[src/rtl/core/assert_macros.svh]
// ---------------------------------------------------------------------------
// Assertion macros
// Shared concurrent assertion forms, clocked on i_clk and held off in reset.
// ---------------------------------------------------------------------------
`ifndef ASSERT_MACROS_SVH
`define ASSERT_MACROS_SVH

// The consequent must hold in the same cycle as the antecedent.
`define ASSERT_SAME(label, ante, cons) \
    label: assert property (@(posedge i_clk) disable iff (!i_rst_n) (ante) |-> (cons)) \
        else $error("assertion failed");

// The consequent must hold in the cycle after the antecedent.
`define ASSERT_NEXT(label, ante, cons) \
    label: assert property (@(posedge i_clk) disable iff (!i_rst_n) (ante) |=> (cons)) \
        else $error("assertion failed");

`endif

[src/rtl/core/bdc_pkg.sv]
// ---------------------------------------------------------------------------
// bdc_pkg
// Types, constants and calendar helpers for the business day counter.
// ---------------------------------------------------------------------------
package bdc_pkg;

    localparam int DAY_W   = 5;
    localparam int MONTH_W = 4;
    localparam int YEAR_W  = 14;
    localparam int COUNT_W = 16;
    localparam int WDAY_W  = 3;
    localparam int MASK_W  = 7;

    localparam logic [MASK_W-1:0]  WEEKEND_RESET = 7'd96;
    localparam logic [COUNT_W-1:0] COUNT_MAX     = 16'hFFFF;
    localparam logic [WDAY_W-1:0]  SATURDAY      = 3'd6;

    // Reciprocal constants: n / 100 == (n * 5243) >> 19 for n < 43690,
    // n / 7 == (n * 18725) >> 17 for n < 43690.
    localparam logic [12:0] DIV100_MUL = 13'd5243;
    localparam logic [14:0] DIV7_MUL   = 15'd18725;
    localparam logic [6:0]  CENTURY    = 7'd100;

    // Request queue between front and back.
    localparam int QUEUE_DEPTH = 2;
    localparam int QPTR_W      = $clog2(QUEUE_DEPTH);
    localparam int QCNT_W      = $clog2(QUEUE_DEPTH + 1);

    // (31 * m) / 12 of the weekday formula, indexed by the raw month code,
    // with the January/February shift already folded in.
    localparam logic [5:0] MONTH_OFFSET [16] = '{
        6'd25, 6'd28, 6'd31, 6'd2,  6'd5,  6'd7,  6'd10, 6'd12,
        6'd15, 6'd18, 6'd20, 6'd23, 6'd25, 6'd28, 6'd31, 6'd33
    };

    // Year first so that a plain unsigned compare orders two dates.
    typedef struct packed {
        logic [YEAR_W-1:0]  year;
        logic [MONTH_W-1:0] month;
        logic [DAY_W-1:0]   day;
    } t_date;

    typedef struct packed {
        logic [DAY_W-1:0]   start_day;
        logic [MONTH_W-1:0] start_month;
        logic [YEAR_W-1:0]  start_year;
        logic [DAY_W-1:0]   end_day;
        logic [MONTH_W-1:0] end_month;
        logic [YEAR_W-1:0]  end_year;
    } t_in_item;

    typedef struct packed {
        logic [COUNT_W-1:0] business_days;
        logic               walk_limit_hit;
    } t_out_item;

    typedef struct packed {
        t_date start;
        t_date finish;
        logic  empty;
    } t_queue_entry;

    typedef struct packed {
        logic  valid;
        t_date date;
    } t_wday_req;

    typedef struct packed {
        logic              valid;
        logic [WDAY_W-1:0] weekday;
        logic              leap;
    } t_wday_rsp;

    typedef struct packed {
        logic idle;
        logic wday_wait;
    } t_back_status;

    function automatic logic [DAY_W-1:0] month_days(input logic [MONTH_W-1:0] month,
                                                    input logic leap);
        logic [DAY_W-1:0] days;
        case (month)
            4'd2:                   days = leap ? 5'd29 : 5'd28;
            4'd4, 4'd6, 4'd9, 4'd11: days = 5'd30;
            default:                days = 5'd31;
        endcase
        return days;
    endfunction

endpackage

[src/rtl/core/bdc_front.sv]
// ---------------------------------------------------------------------------
// bdc_front
// Takes requests, compares the two dates and marks requests with nothing to walk.
// ---------------------------------------------------------------------------
module bdc_front (
    input  logic                   i_clk,
    input  logic                   i_rst_n,
    input  logic                   i_in_valid,
    output logic                   o_in_ready,
    input  bdc_pkg::t_in_item      i_in_item,
    output logic                   o_push_valid,
    input  logic                   i_push_ready,
    output bdc_pkg::t_queue_entry  o_push_entry
);
    import bdc_pkg::*;

    logic         r_valid;
    t_queue_entry r_entry;
    t_date        start_date;
    t_date        finish_date;

    assign start_date  = '{year: i_in_item.start_year, month: i_in_item.start_month,
                           day: i_in_item.start_day};
    assign finish_date = '{year: i_in_item.end_year, month: i_in_item.end_month,
                           day: i_in_item.end_day};

    assign o_in_ready   = !r_valid || i_push_ready;
    assign o_push_valid = r_valid;
    assign o_push_entry = r_entry;

    always_ff @(posedge i_clk) begin
        if (!i_rst_n) begin
            r_valid <= 1'b0;
        end else if (o_in_ready) begin
            r_valid <= i_in_valid;
        end
    end

    always_ff @(posedge i_clk) begin
        if (i_in_valid && o_in_ready) begin
            r_entry.start  <= start_date;
            r_entry.finish <= finish_date;
            // A start on or after the end walks no day at all.
            r_entry.empty  <= !(start_date < finish_date);
        end
    end

endmodule

[src/rtl/core/bdc_queue.sv]
// ---------------------------------------------------------------------------
// bdc_queue
// Short first-in first-out queue of classified requests.
// ---------------------------------------------------------------------------
module bdc_queue (
    input  logic                   i_clk,
    input  logic                   i_rst_n,
    input  logic                   i_push_valid,
    output logic                   o_push_ready,
    input  bdc_pkg::t_queue_entry  i_push_entry,
    output logic                   o_pop_valid,
    input  logic                   i_pop_ready,
    output bdc_pkg::t_queue_entry  o_pop_entry
);
    import bdc_pkg::*;

    t_queue_entry      r_mem [QUEUE_DEPTH];
    logic [QPTR_W-1:0] r_wr_ptr;
    logic [QPTR_W-1:0] r_rd_ptr;
    logic [QCNT_W-1:0] r_count;
    logic              push;
    logic              pop;

    assign o_push_ready = r_count != QCNT_W'(QUEUE_DEPTH);
    assign o_pop_valid  = r_count != '0;
    assign o_pop_entry  = r_mem[r_rd_ptr];
    assign push         = i_push_valid && o_push_ready;
    assign pop          = o_pop_valid && i_pop_ready;

    function automatic logic [QPTR_W-1:0] ptr_inc(input logic [QPTR_W-1:0] ptr);
        return (ptr == QPTR_W'(QUEUE_DEPTH - 1)) ? '0 : ptr + 1'b1;
    endfunction

    always_ff @(posedge i_clk) begin
        if (!i_rst_n) begin
            r_wr_ptr <= '0;
            r_rd_ptr <= '0;
            r_count  <= '0;
        end else begin
            if (push) begin
                r_wr_ptr <= ptr_inc(r_wr_ptr);
            end
            if (pop) begin
                r_rd_ptr <= ptr_inc(r_rd_ptr);
            end
            if (push && !pop) begin
                r_count <= r_count + 1'b1;
            end else if (pop && !push) begin
                r_count <= r_count - 1'b1;
            end
        end
    end

    always_ff @(posedge i_clk) begin
        if (push) begin
            r_mem[r_wr_ptr] <= i_push_entry;
        end
    end

endmodule

[src/rtl/core/bdc_wday.sv]
// ---------------------------------------------------------------------------
// bdc_wday
// Five-stage pipeline giving the weekday and leap flag of one date.
// ---------------------------------------------------------------------------
module bdc_wday (
    input  logic                i_clk,
    input  logic                i_rst_n,
    input  bdc_pkg::t_wday_req  i_req,
    output bdc_pkg::t_wday_rsp  o_rsp
);
    import bdc_pkg::*;

    logic [4:0] r_valid;

    // Stage 0: month shift and year adjustment.
    logic [DAY_W-1:0]  r0_day;
    logic [YEAR_W-1:0] r0_yeff;
    logic [YEAR_W-1:0] r0_year;
    logic              r0_neg;
    logic [5:0]        r0_off;
    // Stage 1: year / 100.
    logic [DAY_W-1:0]  r1_day;
    logic [YEAR_W-1:0] r1_yeff;
    logic [YEAR_W-1:0] r1_year;
    logic              r1_neg;
    logic [5:0]        r1_off;
    logic [7:0]        r1_q100;
    // Stage 2: year / 400.
    logic [DAY_W-1:0]  r2_day;
    logic [YEAR_W-1:0] r2_yeff;
    logic [YEAR_W-1:0] r2_year;
    logic              r2_neg;
    logic [5:0]        r2_off;
    logic [7:0]        r2_q100;
    logic [5:0]        r2_q400;
    // Stage 3: weekday sum, and the century of the unshifted year.
    logic [14:0]       r3_sum;
    logic [YEAR_W-1:0] r3_year;
    logic [7:0]        r3_qraw;
    // Stage 4: results.
    logic [WDAY_W-1:0] r4_weekday;
    logic              r4_leap;

    logic              shift_year;
    logic [26:0]       prod100;
    logic [24:0]       prod400;
    logic [26:0]       prod_raw;
    logic [29:0]       prod7;
    logic [12:0]       q7;
    logic [14:0]       rem7;
    logic [14:0]       hundreds;

    // January and February, and the out-of-range month zero, count as
    // months of the year before. Year zero then goes to minus one, whose
    // truncated quotients are all zero.
    assign shift_year = i_req.date.month <= 4'd2;

    assign prod100  = 27'(r0_yeff) * 27'(DIV100_MUL);
    assign prod400  = 25'(r1_yeff[YEAR_W-1:2]) * 25'(DIV100_MUL);
    assign prod_raw = 27'(r2_year) * 27'(DIV100_MUL);
    assign prod7    = 30'(r3_sum) * 30'(DIV7_MUL);
    assign q7       = prod7[29:17];
    assign rem7     = r3_sum - (15'({q7, 3'b000}) - 15'(q7));
    assign hundreds = 15'(r3_qraw) * 15'(CENTURY);

    always_ff @(posedge i_clk) begin
        if (!i_rst_n) begin
            r_valid <= '0;
        end else begin
            r_valid <= {r_valid[3:0], i_req.valid};
        end
    end

    always_ff @(posedge i_clk) begin
        r0_day  <= i_req.date.day;
        r0_year <= i_req.date.year;
        r0_neg  <= shift_year && (i_req.date.year == '0);
        r0_yeff <= (shift_year && (i_req.date.year == '0)) ? '0 :
                   i_req.date.year - YEAR_W'(shift_year);
        r0_off  <= MONTH_OFFSET[i_req.date.month];

        r1_day  <= r0_day;
        r1_yeff <= r0_yeff;
        r1_year <= r0_year;
        r1_neg  <= r0_neg;
        r1_off  <= r0_off;
        r1_q100 <= prod100[26:19];

        r2_day  <= r1_day;
        r2_yeff <= r1_yeff;
        r2_year <= r1_year;
        r2_neg  <= r1_neg;
        r2_off  <= r1_off;
        r2_q100 <= r1_q100;
        r2_q400 <= prod400[24:19];

        r3_sum  <= 15'(r2_day) + 15'(r2_yeff) + 15'(r2_yeff[YEAR_W-1:2]) + 15'(r2_q400)
                 + 15'(r2_off) - 15'(r2_q100) - 15'(r2_neg);
        r3_year <= r2_year;
        r3_qraw <= prod_raw[26:19];

        r4_weekday <= rem7[WDAY_W-1:0];
        r4_leap    <= (r3_year[1:0] == 2'b00)
                   && ((15'(r3_year) != hundreds) || (r3_qraw[1:0] == 2'b00));
    end

    assign o_rsp.valid   = r_valid[4];
    assign o_rsp.weekday = r4_weekday;
    assign o_rsp.leap    = r4_leap;

endmodule

[src/rtl/core/bdc_back.sv]
// ---------------------------------------------------------------------------
// bdc_back
// Walks one day per cycle except during weekday lookups; counts business days.
// ---------------------------------------------------------------------------
module bdc_back #(
    parameter int MAX_WALK_DAYS = 65535
) (
    input  logic                        i_clk,
    input  logic                        i_rst_n,
    input  logic                        i_pop_valid,
    output logic                        o_pop_ready,
    input  bdc_pkg::t_queue_entry       i_pop_entry,
    input  logic [bdc_pkg::MASK_W-1:0]  i_weekend_mask,
    output bdc_pkg::t_wday_req          o_wday_req,
    input  bdc_pkg::t_wday_rsp          i_wday_rsp,
    output logic                        o_out_valid,
    input  logic                        i_out_ready,
    output bdc_pkg::t_out_item          o_out_item,
    output bdc_pkg::t_back_status       o_status
);
    import bdc_pkg::*;

    localparam int STEP_W = $clog2(MAX_WALK_DAYS + 1);

    typedef enum logic [3:0] {
        ST_IDLE = 4'b0001,
        ST_WDAY = 4'b0010,
        ST_WALK = 4'b0100,
        ST_DONE = 4'b1000
    } t_back_state;

    t_back_state       r_state,     n_state;
    logic              r_wday_req,  n_wday_req;
    logic              r_out_valid, n_out_valid;
    t_date             r_cursor,    n_cursor;
    t_date             r_end,       n_end;
    logic [WDAY_W-1:0] r_weekday,   n_weekday;
    logic              r_leap,      n_leap;
    logic [COUNT_W-1:0] r_tally,    n_tally;
    logic [STEP_W-1:0] r_steps,     n_steps;
    logic              r_hit,       n_hit;
    t_out_item         r_out,       n_out;

    logic [DAY_W-1:0]  day_len;
    logic              rollover;
    t_date             next_date;

    assign day_len  = month_days(r_cursor.month, r_leap);
    // A day at or past the month length counts as its last day.
    assign rollover = r_cursor.day >= day_len;

    always_comb begin
        next_date = r_cursor;
        if (rollover) begin
            next_date.day = DAY_W'(1);
            if (r_cursor.month >= 4'd12) begin
                next_date.month = MONTH_W'(1);
                next_date.year  = r_cursor.year + 1'b1;
            end else begin
                next_date.month = r_cursor.month + 1'b1;
            end
        end else begin
            next_date.day = r_cursor.day + 1'b1;
        end
    end

    always_comb begin
        n_state     = r_state;
        n_wday_req  = 1'b0;
        n_out_valid = r_out_valid && !i_out_ready;
        n_cursor    = r_cursor;
        n_end       = r_end;
        n_weekday   = r_weekday;
        n_leap      = r_leap;
        n_tally     = r_tally;
        n_steps     = r_steps;
        n_hit       = r_hit;
        n_out       = r_out;
        case (r_state)
            ST_IDLE: begin
                if (i_pop_valid) begin
                    n_cursor = i_pop_entry.start;
                    n_end    = i_pop_entry.finish;
                    n_tally  = '0;
                    n_steps  = '0;
                    n_hit    = 1'b0;
                    if (i_pop_entry.empty) begin
                        n_state = ST_DONE;
                    end else begin
                        n_wday_req = 1'b1;
                        n_state    = ST_WDAY;
                    end
                end
            end
            ST_WDAY: begin
                if (i_wday_rsp.valid) begin
                    n_weekday = i_wday_rsp.weekday;
                    n_leap    = i_wday_rsp.leap;
                    n_state   = ST_WALK;
                end
            end
            ST_WALK: begin
                if (!(r_cursor < r_end)) begin
                    n_state = ST_DONE;
                end else if (r_steps == STEP_W'(MAX_WALK_DAYS)) begin
                    n_hit   = 1'b1;
                    n_state = ST_DONE;
                end else begin
                    if (!i_weekend_mask[r_weekday] && (r_tally != COUNT_MAX)) begin
                        n_tally = r_tally + 1'b1;
                    end
                    n_steps  = r_steps + 1'b1;
                    n_cursor = next_date;
                    // Inside a month only the day term of the weekday moves;
                    // a new month goes back through the weekday pipeline.
                    if (rollover) begin
                        n_wday_req = 1'b1;
                        n_state    = ST_WDAY;
                    end else begin
                        n_weekday = (r_weekday == SATURDAY) ? '0 : r_weekday + 1'b1;
                    end
                end
            end
            ST_DONE: begin
                if (!r_out_valid || i_out_ready) begin
                    n_out.business_days  = r_tally;
                    n_out.walk_limit_hit = r_hit;
                    n_out_valid          = 1'b1;
                    n_state              = ST_IDLE;
                end
            end
            default: begin
                n_state = ST_IDLE;
            end
        endcase
    end

    always_ff @(posedge i_clk) begin
        if (!i_rst_n) begin
            r_state     <= ST_IDLE;
            r_wday_req  <= 1'b0;
            r_out_valid <= 1'b0;
        end else begin
            r_state     <= n_state;
            r_wday_req  <= n_wday_req;
            r_out_valid <= n_out_valid;
        end
    end

    always_ff @(posedge i_clk) begin
        r_cursor  <= n_cursor;
        r_end     <= n_end;
        r_weekday <= n_weekday;
        r_leap    <= n_leap;
        r_tally   <= n_tally;
        r_steps   <= n_steps;
        r_hit     <= n_hit;
        r_out     <= n_out;
    end

    assign o_pop_ready        = r_state == ST_IDLE;
    assign o_wday_req.valid   = r_wday_req;
    assign o_wday_req.date    = r_cursor;
    assign o_out_valid        = r_out_valid;
    assign o_out_item         = r_out;
    assign o_status.idle      = r_state == ST_IDLE;
    assign o_status.wday_wait = r_state == ST_WDAY;

endmodule

[src/rtl/core/business_day_counter.sv]
// ---------------------------------------------------------------------------
// business_day_counter
// Counts the business days from a start date up to, not including, an end date.
// ---------------------------------------------------------------------------
// Each request carries two Gregorian dates; the result is the number of days
// in the half-open range whose weekday is not marked in the weekend mask
// (bit 0 Sunday, reset value Friday and Saturday), with a flag raised when
// the walk stops after MAX_WALK_DAYS days. The walker covers one calendar day
// per clock cycle, except while it waits on the weekday pipeline, which it asks
// at the start of each walk and at every month boundary; a request whose start
// is not before the end skips the walk. Requests queue in front of the walker,
// so new ones are taken while a walk runs or a result waits. The weekend mask
// is written through its own port; the user must write it only while no request
// is in flight, since the block itself does not enforce this.
`include "assert_macros.svh"

module business_day_counter #(
    parameter int MAX_WALK_DAYS = 65535
) (
    input  logic                        i_clk,
    input  logic                        i_rst_n,
    input  logic                        i_in_valid,
    output logic                        o_in_ready,
    input  bdc_pkg::t_in_item           i_in_item,
    output logic                        o_out_valid,
    input  logic                        i_out_ready,
    output bdc_pkg::t_out_item          o_out_item,
    input  logic                        i_cfg_valid,
    output logic                        o_cfg_ready,
    input  logic [bdc_pkg::MASK_W-1:0]  i_cfg_data
);
    import bdc_pkg::*;

    logic [MASK_W-1:0] r_weekend_mask;
    logic              push_valid;
    logic              push_ready;
    t_queue_entry      push_entry;
    logic              pop_valid;
    logic              pop_ready;
    t_queue_entry      pop_entry;
    t_wday_req         wday_req;
    t_wday_rsp         wday_rsp;
    t_back_status      back_status;

    assign o_cfg_ready = 1'b1;

    always_ff @(posedge i_clk) begin
        if (!i_rst_n) begin
            r_weekend_mask <= WEEKEND_RESET;
        end else if (i_cfg_valid) begin
            r_weekend_mask <= i_cfg_data;
        end
    end

    bdc_front u_front (
        .i_clk        (i_clk),
        .i_rst_n      (i_rst_n),
        .i_in_valid   (i_in_valid),
        .o_in_ready   (o_in_ready),
        .i_in_item    (i_in_item),
        .o_push_valid (push_valid),
        .i_push_ready (push_ready),
        .o_push_entry (push_entry)
    );

    bdc_queue u_queue (
        .i_clk        (i_clk),
        .i_rst_n      (i_rst_n),
        .i_push_valid (push_valid),
        .o_push_ready (push_ready),
        .i_push_entry (push_entry),
        .o_pop_valid  (pop_valid),
        .i_pop_ready  (pop_ready),
        .o_pop_entry  (pop_entry)
    );

    bdc_wday u_wday (
        .i_clk   (i_clk),
        .i_rst_n (i_rst_n),
        .i_req   (wday_req),
        .o_rsp   (wday_rsp)
    );

    bdc_back #(
        .MAX_WALK_DAYS (MAX_WALK_DAYS)
    ) u_back (
        .i_clk          (i_clk),
        .i_rst_n        (i_rst_n),
        .i_pop_valid    (pop_valid),
        .o_pop_ready    (pop_ready),
        .i_pop_entry    (pop_entry),
        .i_weekend_mask (r_weekend_mask),
        .o_wday_req     (wday_req),
        .i_wday_rsp     (wday_rsp),
        .o_out_valid    (o_out_valid),
        .i_out_ready    (i_out_ready),
        .o_out_item     (o_out_item),
        .o_status       (back_status)
    );

    // A weekday answer must find the walker waiting for it.
    `ASSERT_SAME(a_wday_rsp_expected, wday_rsp.valid, back_status.wday_wait)
    // The walker never has two weekday lookups in flight.
    `ASSERT_NEXT(a_wday_req_single, wday_req.valid, !wday_req.valid && back_status.wday_wait)
    // A request leaves the queue only when the walker is free.
    `ASSERT_SAME(a_pop_when_idle, pop_valid && pop_ready, back_status.idle)
    // The count cannot exceed the walk limit MAX_WALK_DAYS.
    `ASSERT_SAME(a_count_bounded, o_out_valid, 32'(o_out_item.business_days) <= 32'(MAX_WALK_DAYS))

endmodule

[config.mk]
export PLATFORM = sky130hd
export DESIGN_NAME = business_day_counter
export DESIGN_NICKNAME = d
export VERILOG_FILES = /design/src/rtl/core/bdc_pkg.sv /design/src/rtl/core/bdc_front.sv /design/src/rtl/core/bdc_queue.sv /design/src/rtl/core/bdc_wday.sv /design/src/rtl/core/bdc_back.sv /design/src/rtl/core/business_day_counter.sv
export VERILOG_INCLUDE_DIRS = /design/src /design/src/rtl/core
export SDC_FILE = /design/constraint.sdc
export NUM_CORES = 1
export LEC_CHECK = 0
export BUFFER_PORTS_ARGS = -buffer_cell sky130_fd_sc_hd__buf_4
export CORE_AREA = 2 2 271 273
export DETAILED_ROUTE_END_ITERATION = 8
export DIE_AREA = 0 0 273 275
export PLACE_DENSITY = 0.67
export SLEW_MARGIN = 10
export SYNTH_ARGS = -nofsm -noshare
export SYNTH_HDL_FRONTEND = slang
export SYNTH_SLANG_ARGS = --single-unit
[constraint.sdc]
create_clock -name i_clk -period 7.23 [get_ports i_clk]
set_clock_uncertainty 0.2 [all_clocks]
set_input_delay 1.0845 -clock i_clk [delete_from_list [all_inputs] [get_ports i_clk]]
set_output_delay 1.0845 -clock i_clk [all_outputs]
set_load 0.1 [all_outputs]
# Yosys cells after proc, flatten, opt, wreduce, memory -nomap -nowiden
# Memory sizes are Yosys's and may differ from the RTL's. A register that Yosys moved wholly into a read port is not among the register bits.
# Cells that the tools add are included.
# word_totals
romBits,96
ramBits,94
in_bits,58
reg_bits,347
mem_count,2
# classes
addsub,19
mul,5
mux,54
magnitude_cmp,6
n_bitwise,1
n_reduce_logical,37
n_eq_ne,25
# memory_table
name,depth,width,read_ports,rd_ports_with_merged_regs,wr,line,source
(no name shown),16,6,1,1,0,bdc_wday.sv:80,r0_off <= MONTH_OFFSET[i_req.date.month];
u_queue.r_mem,2,47,1,1,1,bdc_queue.sv:17,t_queue_entry r_mem [QUEUE_DEPTH];
# op_table
cell,n
two-way mux 16 bit,6
two-way mux 23 bit,3
one-hot mux 16 bit (2 select lines),2
"multiplier 14 x 13 -> 27 bit, second input constant",2
less-than comparator 23 bit,2
one-hot mux 23 bit (2 select lines),1
"adder 16 x 1 -> 16 bit, second input constant",2
two-way mux 4 bit,8
adder 15 x 6 -> 15 bit,2
"multiplier 12 x 13 -> 25 bit, second input constant",1
"multiplier 15 x 15 -> 20 bit, second input constant",1
two-way mux 1 bit,18
two-way mux 18 bit,1
"== test 16 bit, second input constant",1
"!= test 16 bit, second input constant",1
"!= test 2 x 1 -> 1 bit, second input constant",8
one-hot mux 4 bit (4 select lines),1
adder 15 x 12 -> 15 bit,1
adder 5 x 14 -> 15 bit,1
two-way mux 3 bit,5
!= test 14 x 15 -> 1 bit,1
AND reduction 5 bit,3
subtractor 15 x 1 -> 15 bit,1
subtractor 15 x 8 -> 15 bit,1
other kinds (40),74

# Logic depth before layout (Yosys ltp)
# logic_depth
depth_word,8
ltp_mapped,25
ltp_nobuf,25

# Cells and area by module
# Synthesis repeated with hierarchy kept, for this count alone.
# hier_totals
hier_cells,2467
hier_area_um2,29140.4
# by_module_without_submodules
mod,instances,area_each_um2,cells_each,seq_area_each_um2
bdc_wday,1,17738.3,1665,3763.6
bdc_back,1,5491.5,481,3123.0
bdc_queue,1,3638.5,170,2922.8
bdc_front,1,2000.7,127,1431.4
business_day_counter,1,271.5,24,140.1

# Least setup slack after synthesis
# Ideal clock, no wire load.
# synth_timing
kind,flip-flop to flip-flop
from,reg u_wday.r3_sum[10]
to,reg u_wday.r4_weekday[2]
stages_incl_launch_ff,25
setup_slack_ns,1.844
arrival_time_ns,5.065
required_time_ns,6.909
synth_period_minus_slack_ns,5.386
path_cell_list,dfxtp_1 ha_1 ha_1 ha_1 inv_1 fa_1 inv_1 fa_1 inv_1 fa_1 inv_1 ha_1 a21o_1 a21o_1 a21oi_1 nor2b_1 o21ai_0 a21boi_0 nor3_1 nor2_1 fa_1 xor2_1 xnor2_1 xnor2_1 xnor2_1
# synth_via
elab_chain_cells,3
# synth_rtl
item,line,source
"start, declared",bdc_wday.sv:37,logic [14:0] r3_sum;
"start signal, assigned",bdc_wday.sv:97,r3_sum <= 15'(r2_day) + 15'(r2_yeff) + 15'(r2_yeff[YEAR_W-1:2]) + 15'(r2_q400)
multiplier 15 x 15 -> 20 bit,bdc_wday.sv:61,assign prod7 = 30'(r3_sum) * 30'(DIV7_MUL);
subtractor 1 x 3 -> 3 bit,bdc_wday.sv:63,"assign rem7 = r3_sum - (15'({q7, 3'b000}) - 15'(q7));"
subtractor 3 bit,bdc_wday.sv:63,
via u_wday.rem7[2],bdc_wday.sv:50,logic [14:0] rem7;
"end signal, assigned",bdc_wday.sv:102,r4_weekday <= rem7[WDAY_W-1:0];
"end, declared",bdc_wday.sv:41,logic [WDAY_W-1:0] r4_weekday;
# The timed path passes the listed nets, and every way through them passes these cells.
# A chain may end at the register's enable or synchronous reset.

# Final worst setup path
# Same ends and word-level chain as after synthesis.

==> load_flow_metrics.sql <==
INSERT INTO impl_metrics (metric_group, metric, value, unit) VALUES
('global_route', 'grt_max_degree', '53', ''),
('min_path', 'hp-class', 'reg -> reg', ''),
('job', 'cap_violations', '0', ''),
('timing', 'slew_of_the_pin_with_the_lowest_slew_margin', '1130', 'ps'),
('min_path', 'holdPathStages', '0', ''),
('routing', 'detail_route.vias_per_cell', '4.76', ''),
('critical_path', 'critPathArrivalTime', '6010', 'ps'),
('yosys', 'yosys.cell_types.count', '61', ''),
('floorplan', 'dieHeight', '275', 'um'),
('critical_path', 'critical_path_depth', '24', ''),
('yosys', 'synth_seq_cells', '448', ''),
('cts', 'number_of_buffers_inserted_during_clock_tree_synthesis', '45', ''),
('global_route', 'grt_antenna_before_repair', '0', ''),
('floorplan', 'ioPinCount', '78', ''),
('floorplan', 'initial_core_util', '0.397', ''),
('global_route', 'grt_first_pass_wirelength', '91.4', 'mm'),
('cts', 'ctsHoldBuffers', '0', ''),
('global_route', 'number_of_global_route_vias_before_repair', '18800', ''),
('critical_path', 'critical_path_buf_inv_count', '4', ''),
('critical_path', 'cp_launch_point', 'u_wday.r3_sum[10]', ''),
('yosys', 'synth_area', '28700', 'um2'),
('global_route', 'grtUsageMet1', '0.187', ''),
('global_route', 'global_route_usage_over_all_layers', '0.149', ''),
('routing', 'postRouteWirelength', '53.2', 'mm'),
('floorplan', 'die_width', '273', 'um'),
('floorplan', 'fp-row-count', '99', ''),
('critical_path', 'critical_path.startpoint_type', 'flop', ''),
('cts', 'cts_max_level', '2', ''),
('floorplan', 'die-area', '75100', 'um2'),
('run_status', 'outcome', 'completed', ''),
('timing', 'min_period_over_period', '0.794', ''),
('final_layout', 'finish.net_count', '3302', ''),
('timing', 'fmax', '174', 'MHz'),
('routing', 'count_of_unresolved_drc_violations_after_routing', '0', ''),
('yosys', 'async_flop_share', '0', ''),
('routing', 'ant_nets', '0', ''),
('yosys', 'synth-main-ff-cell', 'sky130_fd_sc_hd__edfxtp_1', ''),
('yosys', 'synth_largest_type_area_fraction', '0.252', ''),
('yosys', 'syn_area_per_cell', '11.8', 'um2'),
('cts', 'tritoncts', 'done', ''),
('routing', 'wl_cell', '15.1', 'um'),
('critical_path', 'delay_heaviest_family_cp', 'adder cells', ''),
('critical_path', 'timing.critical_path.to_type', 'flop', ''),
('cts', 'max-clock-path-buffers', '3', ''),
('yosys', 'synth_enable_flop_cells', '241', ''),
('cts', 'clk_pin_slew_worst_paths', '60', 'ps'),
('final_layout', 'syn_to_final_growth', '11.3', '%'),
('final_layout', 'layout-drive-gt1-share', '0.0781', ''),
('yosys', 'synthTopCellsByArea', 'sky130_fd_sc_hd__edfxtp_1 (25%), sky130_fd_sc_hd__ha_1 (21%), sky130_fd_sc_hd__fa_1 (16%)', ''),
('yosys', 'synth_warnings', '0', ''),
('cts', 'clockRootBuffer', 'sky130_fd_sc_hd__clkbuf_16', ''),
('yosys', 'yosysTopAreaCell', 'sky130_fd_sc_hd__edfxtp_1', ''),
('final_layout', 'final_common_cell', 'sky130_fd_sc_hd__inv_1', ''),
('routing', 'drt_pass1_iterations', '5', ''),
('critical_path', 'worst-r2r-cell-count', '24', ''),
('critical_path', 'critical_path_class', 'reg -> reg', ''),
('placed_design', 'buffer_ports.inserted', '76', ''),
('final_layout', 'most_used_cells_in_the_layout_excluding_fill_and_tap_cells', 'sky130_fd_sc_hd__inv_1 (516), sky130_fd_sc_hd__ha_1 (477), sky130_fd_sc_hd__edfxtp_1 (241)', ''),
('routing', 'via_count', '16800', ''),
('yosys', 'synthesis.instances', '2436', ''),
('yosys', 'synth_fp_nets', '3200', ''),
('cts', 'clock_sinks', '448', ''),
('cts', 'post-cts-setup-buffer-count', '0', ''),
('min_path', 'min_from', 'u_wday.r1_off[1]', ''),
('timing', 'grt_setup_unrepaired', 'no', ''),
('placed_design', 'gp_congestion', '0.868', ''),
('cts', 'cts.repair.resized', '0', ''),
('global_route', 'grt-busiest-layer', 'met2', ''),
('timing', 'post_layout_minimum_cycle_time', '5740', 'ps'),
('timing', 'relSlewSlack', '0.244', ''),
('global_route', 'grt-ovfl-total', '0', '');
-- layer usage --
metal / vias to the layer above / wire length [um]
met4: 0 / 1510
met1: 8154 / 23700
met3: 103 / 1690
li1: 8275 / -
met5: - / 0
met2: 269 / 26300
-- Yosys cell counts (8+ instances only) --
cell	count
sky130_fd_sc_hd__a31oi_1	8
sky130_fd_sc_hd__clkbuf_1	30
sky130_fd_sc_hd__nand4_1	19
sky130_fd_sc_hd__o21ai_0	54
sky130_fd_sc_hd__nand2_1	68
sky130_fd_sc_hd__nor4_1	8
sky130_fd_sc_hd__a21oi_1	58
sky130_fd_sc_hd__xor2_1	44
sky130_fd_sc_hd__nand2b_1	8
sky130_fd_sc_hd__nand3_1	44
sky130_fd_sc_hd__a211oi_1	14
sky130_fd_sc_hd__nor3_1	21
sky130_fd_sc_hd__and2_1	14
sky130_fd_sc_hd__edfxtp_1	241
sky130_fd_sc_hd__dfxtp_1	207
sky130_fd_sc_hd__mux2i_1	30
sky130_fd_sc_hd__nor2_1	99
sky130_fd_sc_hd__nor2b_1	22
sky130_fd_sc_hd__o21a_1	9
sky130_fd_sc_hd__mux2_2	24
sky130_fd_sc_hd__ha_1	477
sky130_fd_sc_hd__and3_1	12
sky130_fd_sc_hd__inv_1	516
sky130_fd_sc_hd__a21o_1	32
sky130_fd_sc_hd__xnor2_1	74
sky130_fd_sc_hd__fa_1	229
-- final cells by class --
cell class / instances / area [um2]
diodes: 1 / 2.50
clock buffers: 55 / 1200
clock inverters: 27 / 304
fillers: 6596 / 40400
inverters: 517 / 1940
multi-input cells: 1440 / 15300
flip-flops and latches: 448 / 11400
well taps: 959 / 1200
repair buffers: 86 / 646
-- kinds of logic after synthesis --
logic type               synth area share
flip-flops                          0.396
adder cells (fa/ha/maj)             0.367
buffers and inverters              0.0717
XOR/XNOR                           0.0360
multiplexers                       0.0222
AND/OR/NAND/NOR                    0.0588
AO/OA/AOI/OAI                      0.0477
other                            0.000131
-- worst paths after layout --
path	to	slack, ps
max	u_wday.r4_weekday[2]	1490
min	u_wday.r2_off[1]	120
max reg2reg	u_wday.r4_weekday[2]	1490
min reg2reg	u_wday.r2_off[1]	120
-- sequential cells by signal (all words and copies together) (netlist names), 6 cells and up, named ones only --
register	flops
u_wday.r0_off	6
r_weekend_mask	7
u_wday.r3_sum	15
u_back.r_tally	16
u_wday.r0_yeff	14
u_wday.r2_off	6
u_back.r_end	23
u_wday.r1_yeff	14
u_wday.r1_q100	8
u_queue.r_mem	94
u_wday.r1_off	6
u_back.o_out_item	17
u_wday.r2_q100	8
u_front.o_push_entry	47
u_back.r_steps	16
u_wday.r0_year	14
u_wday.r3_qraw	8
u_wday.r2_q400	6
u_wday.r2_year	14
u_wday.r1_year	14
u_wday.r2_yeff	14
u_wday.r3_year	14
u_back.o_wday_req	23
-- metrics by stage --
step,cells,hold slack [ps],setup WS [ps],util,area [um2]
floorplan,2436,110,1840,-,28700
global placement,3450,110,1530,0.421,30500
detailed placement,3450,112,1490,0.421,30500
CTS,3532,124,1450,0.442,32000
global route,3532,128,1090,0.442,32000
finish,3533,121,1490,0.442,32000
Power is left out: the tool's default activity adds up to more than one toggle a clock period on the data nets, which glitch-free logic cannot reach.
